--- config.mk ---
export PLATFORM = sky130hd
export DESIGN_NAME = feeder_door_sequencer_top
export DESIGN_NICKNAME = d
export VERILOG_FILES = /design/src/rtl/fds_pkg.sv /design/src/rtl/feeder_door_sequencer_top.sv /design/src/rtl/fds_servo.sv /design/src/rtl/fds_seq.sv
export SDC_FILE = /design/constraint.sdc
export NUM_CORES = 1
export LEC_CHECK = 0
export BUFFER_PORTS_ARGS = -buffer_cell sky130_fd_sc_hd__buf_2
export CORE_MARGIN = 4
export CORE_UTILIZATION = 51
export CTS_CLUSTER_DIAMETER = 120
export CTS_CLUSTER_SIZE = 8
export DETAILED_ROUTE_END_ITERATION = 10
export PLACE_DENSITY = 0.68
export SLEW_MARGIN = 20
export SYNTH_ARGS = -nofsm -noshare
export SYNTH_HDL_FRONTEND = slang
export SYNTH_HIERARCHICAL = 1
export SYNTH_SLANG_ARGS = --single-unit
--- constraint.sdc ---
create_clock -name clock -period 7.5 [get_ports clock]
set_clock_uncertainty 0.05 [all_clocks]
set_input_delay 1.5 -clock clock [delete_from_list [all_inputs] [get_ports clock]]
set_output_delay 1.5 -clock clock [all_outputs]
set_load 0.02 [all_outputs]
--- src/rtl/fds_pkg.sv ---
// Package with the shared types and constants of the feeder door sequencer.
`default_nettype none

package fds_pkg;

   typedef enum logic [2:0] {
      PH_CLOSED   = 3'd0,
      PH_OPENING  = 3'd1,
      PH_OPEN     = 3'd2,
      PH_ALARMING = 3'd3,
      PH_CLOSING  = 3'd4
   } phase_type;

   localparam logic [1:0] AUTO_OFF      = 2'd0;
   localparam logic [1:0] AUTO_INTERVAL = 2'd1;
   localparam logic [1:0] AUTO_DAILY    = 2'd2;

   localparam logic [2:0] REG_OPEN_ANGLE    = 3'd0;
   localparam logic [2:0] REG_CLOSED_ANGLE  = 3'd1;
   localparam logic [2:0] REG_STEP_PERIOD   = 3'd2;
   localparam logic [2:0] REG_DOOR_OPEN_MS  = 3'd3;
   localparam logic [2:0] REG_ALARM_MS      = 3'd4;
   localparam logic [2:0] REG_FEED_INTERVAL = 3'd5;
   localparam logic [2:0] REG_AUTO_MODE     = 3'd6;
   localparam logic [2:0] REG_SCHEDULE_MIN  = 3'd7;

   localparam logic [7:0]  RST_OPEN_ANGLE    = 8'd90;
   localparam logic [7:0]  RST_CLOSED_ANGLE  = 8'd0;
   localparam logic [15:0] RST_STEP_PERIOD   = 16'd15;
   localparam logic [31:0] RST_DOOR_OPEN_MS  = 32'd10000;
   localparam logic [31:0] RST_ALARM_MS      = 32'd3000;
   localparam logic [31:0] RST_FEED_INTERVAL = 32'd3600000;
   localparam logic [1:0]  RST_AUTO_MODE     = AUTO_OFF;
   localparam logic [10:0] RST_SCHEDULE_MIN  = 11'd480;

   typedef struct packed {
      logic        clock_valid;
      logic [10:0] clock_minute;
      logic        soft_close;
      logic        soft_open;
      logic        close_button;
      logic        open_button;
   } req_item_type;

   typedef struct packed {
      logic [15:0] feeds_done;
      logic        closed_pulse;
      logic        opened_pulse;
      logic        door_is_open;
      logic [2:0]  door_phase;
      logic [7:0]  servo_angle;
   } rsp_item_type;

   typedef struct packed {
      logic [7:0]  open_angle;
      logic [7:0]  closed_angle;
      logic [31:0] open_hold_ms;
      logic [31:0] alarm_ms;
      logic [31:0] feed_interval_ms;
      logic [1:0]  auto_mode;
      logic [10:0] schedule_minute;
   } seq_cfg_type;

   function automatic logic [15:0] age16(input logic [15:0] v);
      age16 = (v == 16'hFFFF) ? v : v + 16'd1;
   endfunction

endpackage

`default_nettype wire

--- src/rtl/feeder_door_sequencer_top.sv ---
// Top level of the feeder door sequencer with its stream and register ports.
//
//   Port group   Direction  Payload
//   req_*        in         one millisecond tick item (buttons, requests, clock)
//   rsp_*        out        one status item per tick (angle, phase, pulses, count)
//   csr_*        in         register writes, index 0 to 7
//
// An accepted item sits in the input register while the update logic works on it,
// and its result is then captured in the output register. While the output is not
// stalled, one item is taken per cycle, a rate set by the state update between them.
// Synchronous reset restores each register but the item data to its documented value.
// When the result is not taken, the input register holds one more item and stops.
`default_nettype none

module feeder_door_sequencer_top #(
   parameter int DEBOUNCE_MS = 200,
   parameter int TIMER_BITS  = 32
) (
   input  wire logic        clock,
   input  wire logic        reset,
   input  wire logic        req_tvalid,
   output logic             req_tready,
   // open_button, close_button, soft_open, soft_close, clock_minute, clock_valid
   input  wire logic [15:0] req_tdata,
   output logic             rsp_tvalid,
   input  wire logic        rsp_tready,
   // servo_angle, door_phase, door_is_open, opened_pulse, closed_pulse,
   // feeds_done, two zero bits
   output logic [31:0]      rsp_tdata,
   input  wire logic        csr_we,
   input  wire logic [2:0]  csr_index,
   input  wire logic [31:0] csr_wdata
);
   import fds_pkg::*;

   logic [7:0]   open_angle_ff, closed_angle_ff;
   logic [15:0]  step_period_ff;
   logic [31:0]  door_open_ff, alarm_ff, interval_ff, hold_ff, hold_in;
   logic [1:0]   auto_mode_ff;
   logic [10:0]  schedule_ff;

   logic         in_valid_ff;
   req_item_type in_item_ff;
   logic         rsp_valid_ff;
   rsp_item_type rsp_item_ff;

   logic         advance;
   logic [7:0]   angle_goal;
   logic [7:0]   angle_next;
   seq_cfg_type  seq_cfg;
   rsp_item_type result;

   always_ff @(posedge clock) begin
      if (reset) begin
         open_angle_ff   <= RST_OPEN_ANGLE;
         closed_angle_ff <= RST_CLOSED_ANGLE;
         step_period_ff  <= RST_STEP_PERIOD;
         door_open_ff    <= RST_DOOR_OPEN_MS;
         alarm_ff        <= RST_ALARM_MS;
         interval_ff     <= RST_FEED_INTERVAL;
         auto_mode_ff    <= RST_AUTO_MODE;
         schedule_ff     <= RST_SCHEDULE_MIN;
      end else if (csr_we) begin
         case (csr_index)
            REG_OPEN_ANGLE:    open_angle_ff   <= csr_wdata[7:0];
            REG_CLOSED_ANGLE:  closed_angle_ff <= csr_wdata[7:0];
            REG_STEP_PERIOD:   step_period_ff  <= csr_wdata[15:0];
            REG_DOOR_OPEN_MS:  door_open_ff    <= csr_wdata;
            REG_ALARM_MS:      alarm_ff        <= csr_wdata;
            REG_FEED_INTERVAL: interval_ff     <= csr_wdata;
            REG_AUTO_MODE:     auto_mode_ff    <= csr_wdata[1:0];
            REG_SCHEDULE_MIN:  schedule_ff     <= csr_wdata[10:0];
            default: begin
            end
         endcase
      end
   end

   // The open phase lasts the open time minus the alarm time, never below zero.
   always_comb begin
      hold_in = hold_ff;
      if (csr_we && (csr_index == REG_DOOR_OPEN_MS)) begin
         hold_in = (csr_wdata > alarm_ff) ? (csr_wdata - alarm_ff) : '0;
      end else if (csr_we && (csr_index == REG_ALARM_MS)) begin
         hold_in = (door_open_ff > csr_wdata) ? (door_open_ff - csr_wdata) : '0;
      end
   end

   always_ff @(posedge clock) begin
      if (reset) begin
         hold_ff <= RST_DOOR_OPEN_MS - RST_ALARM_MS;
      end else begin
         hold_ff <= hold_in;
      end
   end

   always_comb begin
      seq_cfg.open_angle       = open_angle_ff;
      seq_cfg.closed_angle     = closed_angle_ff;
      seq_cfg.open_hold_ms     = hold_ff;
      seq_cfg.alarm_ms         = alarm_ff;
      seq_cfg.feed_interval_ms = interval_ff;
      seq_cfg.auto_mode        = auto_mode_ff;
      seq_cfg.schedule_minute  = schedule_ff;
   end

   assign advance    = in_valid_ff && (!rsp_valid_ff || rsp_tready);
   assign req_tready = !in_valid_ff || advance;

   always_ff @(posedge clock) begin
      if (reset) begin
         in_valid_ff <= 1'b0;
      end else if (req_tready) begin
         in_valid_ff <= req_tvalid;
      end
   end

   always_ff @(posedge clock) begin
      if (req_tready && req_tvalid) begin
         in_item_ff <= req_tdata;
      end
   end

   fds_servo u_servo (
      .clock          (clock),
      .reset          (reset),
      .advance        (advance),
      .angle_goal     (angle_goal),
      .step_period_ms (step_period_ff),
      .angle_next     (angle_next)
   );

   fds_seq #(
      .DEBOUNCE_MS (DEBOUNCE_MS),
      .TIMER_BITS  (TIMER_BITS)
   ) u_seq (
      .clock      (clock),
      .reset      (reset),
      .advance    (advance),
      .item       (in_item_ff),
      .cfg        (seq_cfg),
      .angle_next (angle_next),
      .angle_goal (angle_goal),
      .result     (result)
   );

   always_ff @(posedge clock) begin
      if (reset) begin
         rsp_valid_ff <= 1'b0;
      end else if (advance) begin
         rsp_valid_ff <= 1'b1;
      end else if (rsp_tready) begin
         rsp_valid_ff <= 1'b0;
      end
   end

   always_ff @(posedge clock) begin
      if (advance) begin
         rsp_item_ff <= result;
      end
   end

   assign rsp_tvalid = rsp_valid_ff;
   assign rsp_tdata  = {2'b00, rsp_item_ff};

endmodule

`default_nettype wire

--- src/rtl/fds_servo.sv ---
// Servo slew unit: angle register and step period timer.
`default_nettype none

module fds_servo (
   input  wire logic        clock,
   input  wire logic        reset,
   input  wire logic        advance,
   input  wire logic [7:0]  angle_goal,
   input  wire logic [15:0] step_period_ms,
   output logic [7:0]       angle_next
);
   import fds_pkg::*;

   logic [7:0]  angle_now_ff;
   logic [7:0]  angle_now_in;
   logic [15:0] step_elapsed_ff;
   logic [15:0] step_elapsed_in;
   logic [15:0] step_aged;

   always_comb begin
      step_aged       = age16(step_elapsed_ff);
      angle_now_in    = angle_now_ff;
      step_elapsed_in = step_aged;
      if ((angle_now_ff != angle_goal) && (step_aged >= step_period_ms)) begin
         step_elapsed_in = '0;
         if (angle_now_ff < angle_goal) begin
            angle_now_in = angle_now_ff + 8'd1;
         end else begin
            angle_now_in = angle_now_ff - 8'd1;
         end
      end
   end

   assign angle_next = angle_now_in;

   always_ff @(posedge clock) begin
      if (reset) begin
         angle_now_ff    <= RST_CLOSED_ANGLE;
         step_elapsed_ff <= '0;
      end else if (advance) begin
         angle_now_ff    <= angle_now_in;
         step_elapsed_ff <= step_elapsed_in;
      end
   end

endmodule

`default_nettype wire

--- src/rtl/fds_seq.sv ---
// Door sequence, feed timers, debounce timers and request handling.
`default_nettype none

module fds_seq #(
   parameter int DEBOUNCE_MS = 200,
   parameter int TIMER_BITS  = 32
) (
   input  wire logic                 clock,
   input  wire logic                 reset,
   input  wire logic                 advance,
   input  wire fds_pkg::req_item_type item,
   input  wire fds_pkg::seq_cfg_type  cfg,
   input  wire logic [7:0]           angle_next,
   output logic [7:0]                angle_goal,
   output fds_pkg::rsp_item_type     result
);
   import fds_pkg::*;

   localparam logic [15:0] DebounceLimit = 16'(DEBOUNCE_MS);

   phase_type             phase_ff, phase_in;
   logic [7:0]            goal_ff, goal_in;
   logic [TIMER_BITS-1:0] phase_elapsed_ff, phase_elapsed_in;
   logic [TIMER_BITS-1:0] feed_elapsed_ff, feed_elapsed_in;
   logic [15:0]           open_db_ff, open_db_in;
   logic [15:0]           close_db_ff, close_db_in;
   logic                  fired_ff, fired_in;
   logic [15:0]           total_ff, total_in;
   logic                  opened, closed, in_min;

   always_comb begin
      phase_in         = phase_ff;
      goal_in          = goal_ff;
      phase_elapsed_in = (phase_elapsed_ff == '1) ? phase_elapsed_ff
                                                   : phase_elapsed_ff + TIMER_BITS'(1);
      feed_elapsed_in  = (feed_elapsed_ff == '1) ? feed_elapsed_ff
                                                  : feed_elapsed_ff + TIMER_BITS'(1);
      open_db_in       = age16(open_db_ff);
      close_db_in      = age16(close_db_ff);
      fired_in         = fired_ff;
      total_in         = total_ff;
      opened           = 1'b0;
      closed           = 1'b0;
      in_min           = (item.clock_minute == cfg.schedule_minute);

      case (phase_ff)
         PH_OPENING: begin
            if (angle_next == goal_ff) begin
               phase_in         = PH_OPEN;
               phase_elapsed_in = '0;
               opened           = 1'b1;
            end
         end
         PH_OPEN: begin
            if (32'(phase_elapsed_in) >= cfg.open_hold_ms) begin
               phase_in         = PH_ALARMING;
               phase_elapsed_in = '0;
            end
         end
         PH_ALARMING: begin
            if (32'(phase_elapsed_in) >= cfg.alarm_ms) begin
               phase_in = PH_CLOSING;
               goal_in  = cfg.closed_angle;
            end
         end
         PH_CLOSING: begin
            if (angle_next == goal_ff) begin
               phase_in        = PH_CLOSED;
               feed_elapsed_in = '0;
               total_in        = total_ff + 16'd1;
               closed          = 1'b1;
            end
         end
         PH_CLOSED: begin
            if (cfg.auto_mode == AUTO_DAILY) begin
               if (item.clock_valid) begin
                  if (in_min && !fired_ff) begin
                     fired_in = 1'b1;
                     phase_in = PH_OPENING;
                     goal_in  = cfg.open_angle;
                  end else if (!in_min) begin
                     fired_in = 1'b0;
                  end
               end
            end else if (cfg.auto_mode == AUTO_INTERVAL) begin
               if (32'(feed_elapsed_in) >= cfg.feed_interval_ms) begin
                  phase_in = PH_OPENING;
                  goal_in  = cfg.open_angle;
               end
            end
         end
         default: begin
         end
      endcase

      if (item.open_button && (open_db_in > DebounceLimit)) begin
         open_db_in = '0;
         if (phase_in == PH_CLOSED) begin
            phase_in = PH_OPENING;
            goal_in  = cfg.open_angle;
         end
      end
      if (item.close_button && (close_db_in > DebounceLimit)) begin
         close_db_in = '0;
         if ((phase_in != PH_CLOSED) && (phase_in != PH_CLOSING)) begin
            phase_in = PH_CLOSING;
            goal_in  = cfg.closed_angle;
         end
      end
      if (item.soft_open && (phase_in == PH_CLOSED)) begin
         phase_in = PH_OPENING;
         goal_in  = cfg.open_angle;
      end
      if (item.soft_close && (phase_in != PH_CLOSED) && (phase_in != PH_CLOSING)) begin
         phase_in = PH_CLOSING;
         goal_in  = cfg.closed_angle;
      end

      result.servo_angle  = angle_next;
      result.door_phase   = phase_in;
      result.door_is_open = (phase_in == PH_OPEN) || (phase_in == PH_ALARMING);
      result.opened_pulse = opened;
      result.closed_pulse = closed;
      result.feeds_done   = total_in;
   end

   assign angle_goal = goal_ff;

   always_ff @(posedge clock) begin
      if (reset) begin
         phase_ff         <= PH_CLOSED;
         goal_ff          <= RST_CLOSED_ANGLE;
         phase_elapsed_ff <= '0;
         feed_elapsed_ff  <= '0;
         open_db_ff       <= '0;
         close_db_ff      <= '0;
         fired_ff         <= 1'b0;
         total_ff         <= '0;
      end else if (advance) begin
         phase_ff         <= phase_in;
         goal_ff          <= goal_in;
         phase_elapsed_ff <= phase_elapsed_in;
         feed_elapsed_ff  <= feed_elapsed_in;
         open_db_ff       <= open_db_in;
         close_db_ff      <= close_db_in;
         fired_ff         <= fired_in;
         total_ff         <= total_in;
      end
   end

endmodule

`default_nettype wire

==> parameters.txt <==
Parameter                              Value

Clocking
  Hold buffer count at cts ... 0
  Number of setup buffers added after CTS ... 0
  Post-CTS clock slew at the launch and capture registers of the worst setup and hold paths ... 50 ps
  CTS tree ... built
  Largest buffer count on any clock path ... 3
  CTS H-Tree Depth ... 2
  Later-pin clock latency in the skew report ... 610 ps
  Total CTS buffers ... 52
  Sinks on Clock Net ... 369
  Library cell used as clock root buffer ... sky130_fd_sc_hd__clkbuf_16
  Total of cells resized after clock tree synthesis ... 0

STA
  Post-route setup slack ... 1100 ps
  Post-Route Hold Slack ... 403 ps
  Period minus WS final ... 6400 ps
  Actual transition at the worst max-transition pin ... 1090 ps
  Final period utilization ... 0.854
  Achievable frequency ... 156 MHz
  Sum of negative setup slack ... 0 ps
  Setup violation total in the final timing report ... 0
  Remaining max-slew budget at the tightest pin ... 0.268
  Max-slew violations ... 0
  Final hold violation count ... 0
  Setup repair after global routing missed its margin ... false

Placement
  Detailed placement HPWL ... 52,500 um
  Final estimated routing congestion in global placement ... 0.919
  IO buf count ... 87
  Dpl ws ... 1170 ps
  Post-place instance area ... 25,200 um^2
  Cells after DPL ... 3,681

Final layout
  Finished Cell Area ... 26,600 um^2
  Number of fill cells ... 4,469
  Antenna cells ... 0
  Share of the core filled with cells in the final layout ... 0.559
  Multi-input gate area ... 15,100 um^2
  Layout cell share with drive strength beyond 1 ... 0.0778
  Post-layout instance count excluding filler cells ... 3,753
  Sequential Area ... 7850 um^2
  Synth-to-Final Area Change ... 8.67%
  Final nets ... 3,375

Drt
  Drt first pass iters ... 5
  Detailed-route DRC error count ... 0
  Vias after detailed routing ... 22,800
  Vias per cell ... 6.06
  Remaining number of nets flagged by the antenna check after routing ... 0
  Final wirelength ... 71,500 um
  Post-detailed-route wirelength per cell ... 19.1 um
  Starting DRT DRC Count ... 2,025

Critical path
  Minimum setup slack among reg-to-reg paths ... 1100 ps
  Critical Path Start ... u_servo/step_elapsed_ff[0]$_SDFFE_PP0P_
  Critical Path Sink Type ... register
  Maximum fanout count along the critical path ... 13
  Library cell appearing most often on the critical path ... sky130_fd_sc_hd__nor2_1
  Critical Path End ... rsp_tdata[29]$_DFFE_PP_
  Worst-case reg-to-reg path depth ... 21
  Startpoint of the lowest-slack register-to-register path ... u_servo/step_elapsed_ff[0]$_SDFFE_PP0P_
  Crit path kind ... reg2reg
  Ordered list of cells on the worst path ... ha_1 -> inv_1 -> or4_4 -> nor2_1 -> mux2_2 -> ha_1 -> nand4_1 -> nor3_1 -> o311ai_0 -> a31o_2 -> a21oi_1 -> xor2_1 -> xnor2_1 -> nand4_1 -> nor2_1 -> and3_1 -> and4_1 -> nand3_1 -> nor2_1 -> nand3_1 -> xnor2_1
  Startpoint class of the critical path ... register
  Worst flop-to-flop path endpoint ... rsp_tdata[29]$_DFFE_PP_
  Crit path required time ... 7790 ps
  Data arrival time of the critical path ... 6690 ps
  CP delay by family, top ... simple AND/OR/NAND/NOR gates
  Stages on worst setup path ... 21
  Critical path's largest stage delay ... 630 ps
  Critical-path top delay cell ... sky130_fd_sc_hd__and3_1
  Buffers & Inverters on Critical Path ... 1

Floorplanning
  Die Span X ... 227 um
  Io pins ... 90
  Die footprint ... 51,600 um^2
  Starting Density ... 0.514
  Vertical die dimension ... 227 um
  Placeable Area ... 47,600 um^2
  Row count ... 80

Global routing
  Global-route wire length before repair ... 113,000 um
  Grt ovf ... 0
  Pin count of the biggest net entering global routing ... 121
  Global-route usage over all layers ... 0.269
  Number of global-route vias before repair ... 21,400
  Initial antenna violation count ... 0

Synthesis
  Seq cells post-synth ... 369
  Synth Flop Type ... sky130_fd_sc_hd__dfxtp_1
  Total of warnings raised by yosys ... 6
  Share of flip-flops with an asynchronous set or reset ... 0
  Avg Inst Size Synth ... 7.87 um^2
  Proportion of synthesized chip area in sequential cells ... 0.320
  Post-synth EDFFs ... 46
  Combined area of all synthesized cells ... 24,500 um^2
  Synth unique cells ... 104
  Post-Synthesis Cells ... 3,113

Power
  LEAKAGE ... 10.7 nW
  Worst VDD drop ... 169 uV
  PD cells ... 183 nW/um^2
  Final Total Pwr ... 4.89 mW

Hold path
  Worst min-delay path category ... reg2reg
  Depth of the worst hold-timing path ... 2

Job
  Max capacitance violation total ... 0

Outcome
  Outcome ... complete, no violations
-- area by class of cell --
type / instances / share of cell area
Multi-Input combinational cell: 2363 / 0.568
Clock inverter: 3 / 0.00183
Inverter: 225 / 0.0317
Tap cell: 615 / 0.0289
Timing Repair Buffer: 109 / 0.0229
Sequential cell: 369 / 0.295
Clock buffer: 69 / 0.0521
-- worst min-delay path by stage --
| stage | start | end |
|---|---|---|
| after floorplan | hold_ff[30]$_SDFFE_PP0P_ | hold_ff[30]$_SDFFE_PP0P_ |
| after global placement | interval_ff[18]$_SDFFE_PP1P_ | interval_ff[18]$_SDFFE_PP1P_ |
| after detailed placement | closed_angle_ff[6]$_SDFFE_PP0P_ | closed_angle_ff[6]$_SDFFE_PP0P_ |
| after CTS | closed_angle_ff[6]$_SDFFE_PP0P_ | closed_angle_ff[6]$_SDFFE_PP0P_ |
| after global routing | interval_ff[8]$_SDFFE_PP0P_ | interval_ff[8]$_SDFFE_PP0P_ |
| final | closed_angle_ff[1]$_SDFFE_PP0P_ | closed_angle_ff[1]$_SDFFE_PP0P_ |
-- worst register-to-register path: cells and delay by family (launching register included) --
kind | cells | cell delay (ps)
fa+ha+maj | 2 | 540
buf+inv | 1 | 70
mux | 1 | 360
simple gates | 11 | 3340
xor+xnor | 3 | 520
compound gates | 3 | 770
flops | 1 | 500
-- metal layers --
| layer | routed length [um] | vias up | part of all wire | global-route usage |
|---|---|---|---|---|
| met5 | 0 | - | 0 | 0 |
| met4 | 1580 | 0 | 0.022 | 0.0681 |
| met3 | 4660 | 115 | 0.065 | 0.0401 |
| met2 | 32300 | 716 | 0.45 | 0.434 |
| met1 | 33000 | 10900 | 0.46 | 0.382 |
| li1 | - | 11100 | - | - |
-- cell usage in the layout, fill, tap and decap left out, types with 11 or more instances in the layout --
master / synthesis / layout
sky130_fd_sc_hd__inv_1: 224 / 223
sky130_fd_sc_hd__buf_2: 16 / 86
sky130_fd_sc_hd__and2_1: 13 / 13
sky130_fd_sc_hd__o21bai_1: 15 / 15
sky130_fd_sc_hd__o21a_1: 15 / 15
sky130_fd_sc_hd__dfxtp_1: 323 / 323
sky130_fd_sc_hd__nor4_1: 27 / 27
sky130_fd_sc_hd__a221oi_1: 30 / 30
sky130_fd_sc_hd__xnor2_1: 111 / 111
sky130_fd_sc_hd__nor2_1: 288 / 285
sky130_fd_sc_hd__and3_1: 34 / 34
sky130_fd_sc_hd__a211o_1: 38 / 38
sky130_fd_sc_hd__nand2_1: 411 / 411
sky130_fd_sc_hd__a31oi_1: 14 / 14
sky130_fd_sc_hd__a21oi_1: 294 / 294
sky130_fd_sc_hd__nand2b_1: 23 / 23
sky130_fd_sc_hd__nand4_1: 60 / 60
sky130_fd_sc_hd__a22oi_1: 48 / 48
sky130_fd_sc_hd__a21o_1: 42 / 42
sky130_fd_sc_hd__and4_1: 22 / 22
sky130_fd_sc_hd__clkbuf_1: 113 / 16
sky130_fd_sc_hd__ha_1: 196 / 196
sky130_fd_sc_hd__o211ai_1: 20 / 20
sky130_fd_sc_hd__edfxtp_1: 46 / 46
sky130_fd_sc_hd__nor2b_1: 32 / 31
sky130_fd_sc_hd__clkbuf_16: 0 / 53
sky130_fd_sc_hd__xor2_1: 65 / 65
sky130_fd_sc_hd__nor3_1: 80 / 79
sky130_fd_sc_hd__or3_1: 18 / 18
sky130_fd_sc_hd__nand3_1: 114 / 114
sky130_fd_sc_hd__buf_4: 13 / 22
sky130_fd_sc_hd__or2_2: 11 / 11
sky130_fd_sc_hd__mux2_2: 14 / 14
sky130_fd_sc_hd__a211oi_1: 23 / 23
sky130_fd_sc_hd__o21ai_0: 122 / 122
-- registers in the layout, indices dropped and copies added (netlist names), 16 cells and up --
name and flops:
alarm_ff 32, door_open_ff 32, hold_ff 32, in_item_ff 16, interval_ff 32, rsp_tdata 30
step_period_ff 16, u_seq/close_db_ff 16, u_seq/feed_elapsed_ff 32, u_seq/open_db_ff 16, u_seq/phase_elapsed_ff 32, u_seq/total_ff 16
u_servo/step_elapsed_ff 16
-- synthesized netlist by cell type, types with 27 or more instances --
| cell | number | area share |
|---|---|---|
| sky130_fd_sc_hd__a211o_1 | 38 | 0.014 |
| sky130_fd_sc_hd__a21o_1 | 42 | 0.013 |
| sky130_fd_sc_hd__a21oi_1 | 294 | 0.060 |
| sky130_fd_sc_hd__a221oi_1 | 30 | 0.011 |
| sky130_fd_sc_hd__a22oi_1 | 48 | 0.015 |
| sky130_fd_sc_hd__and3_1 | 34 | 0.0087 |
| sky130_fd_sc_hd__clkbuf_1 | 113 | 0.017 |
| sky130_fd_sc_hd__dfxtp_1 | 323 | 0.26 |
| sky130_fd_sc_hd__edfxtp_1 | 46 | 0.056 |
| sky130_fd_sc_hd__ha_1 | 196 | 0.10 |
| sky130_fd_sc_hd__inv_1 | 224 | 0.034 |
| sky130_fd_sc_hd__nand2_1 | 411 | 0.063 |
| sky130_fd_sc_hd__nand3_1 | 114 | 0.023 |
| sky130_fd_sc_hd__nand4_1 | 60 | 0.015 |
| sky130_fd_sc_hd__nor2_1 | 288 | 0.044 |
| sky130_fd_sc_hd__nor2b_1 | 32 | 0.0082 |
| sky130_fd_sc_hd__nor3_1 | 80 | 0.016 |
| sky130_fd_sc_hd__nor4_1 | 27 | 0.0069 |
| sky130_fd_sc_hd__o21ai_0 | 122 | 0.025 |
| sky130_fd_sc_hd__xnor2_1 | 111 | 0.040 |
| sky130_fd_sc_hd__xor2_1 | 65 | 0.023 |
-- logic make-up after synthesis --
family / share of synthesized area
simple gates: 0.228
compound gates: 0.211
buf+inv: 0.0638
flops: 0.320
fa+ha+maj: 0.103
xor+xnor: 0.0629
mux: 0.0110
other cells: 0.000153
-- report_power, final --
group,switching [mW],internal [mW],leakage [nW]
registers,0.0365,2.05,3.05
clock network,0.890,1.27,0.696
logic,0.423,0.213,6.92
(Power assumes the default switching activity.)
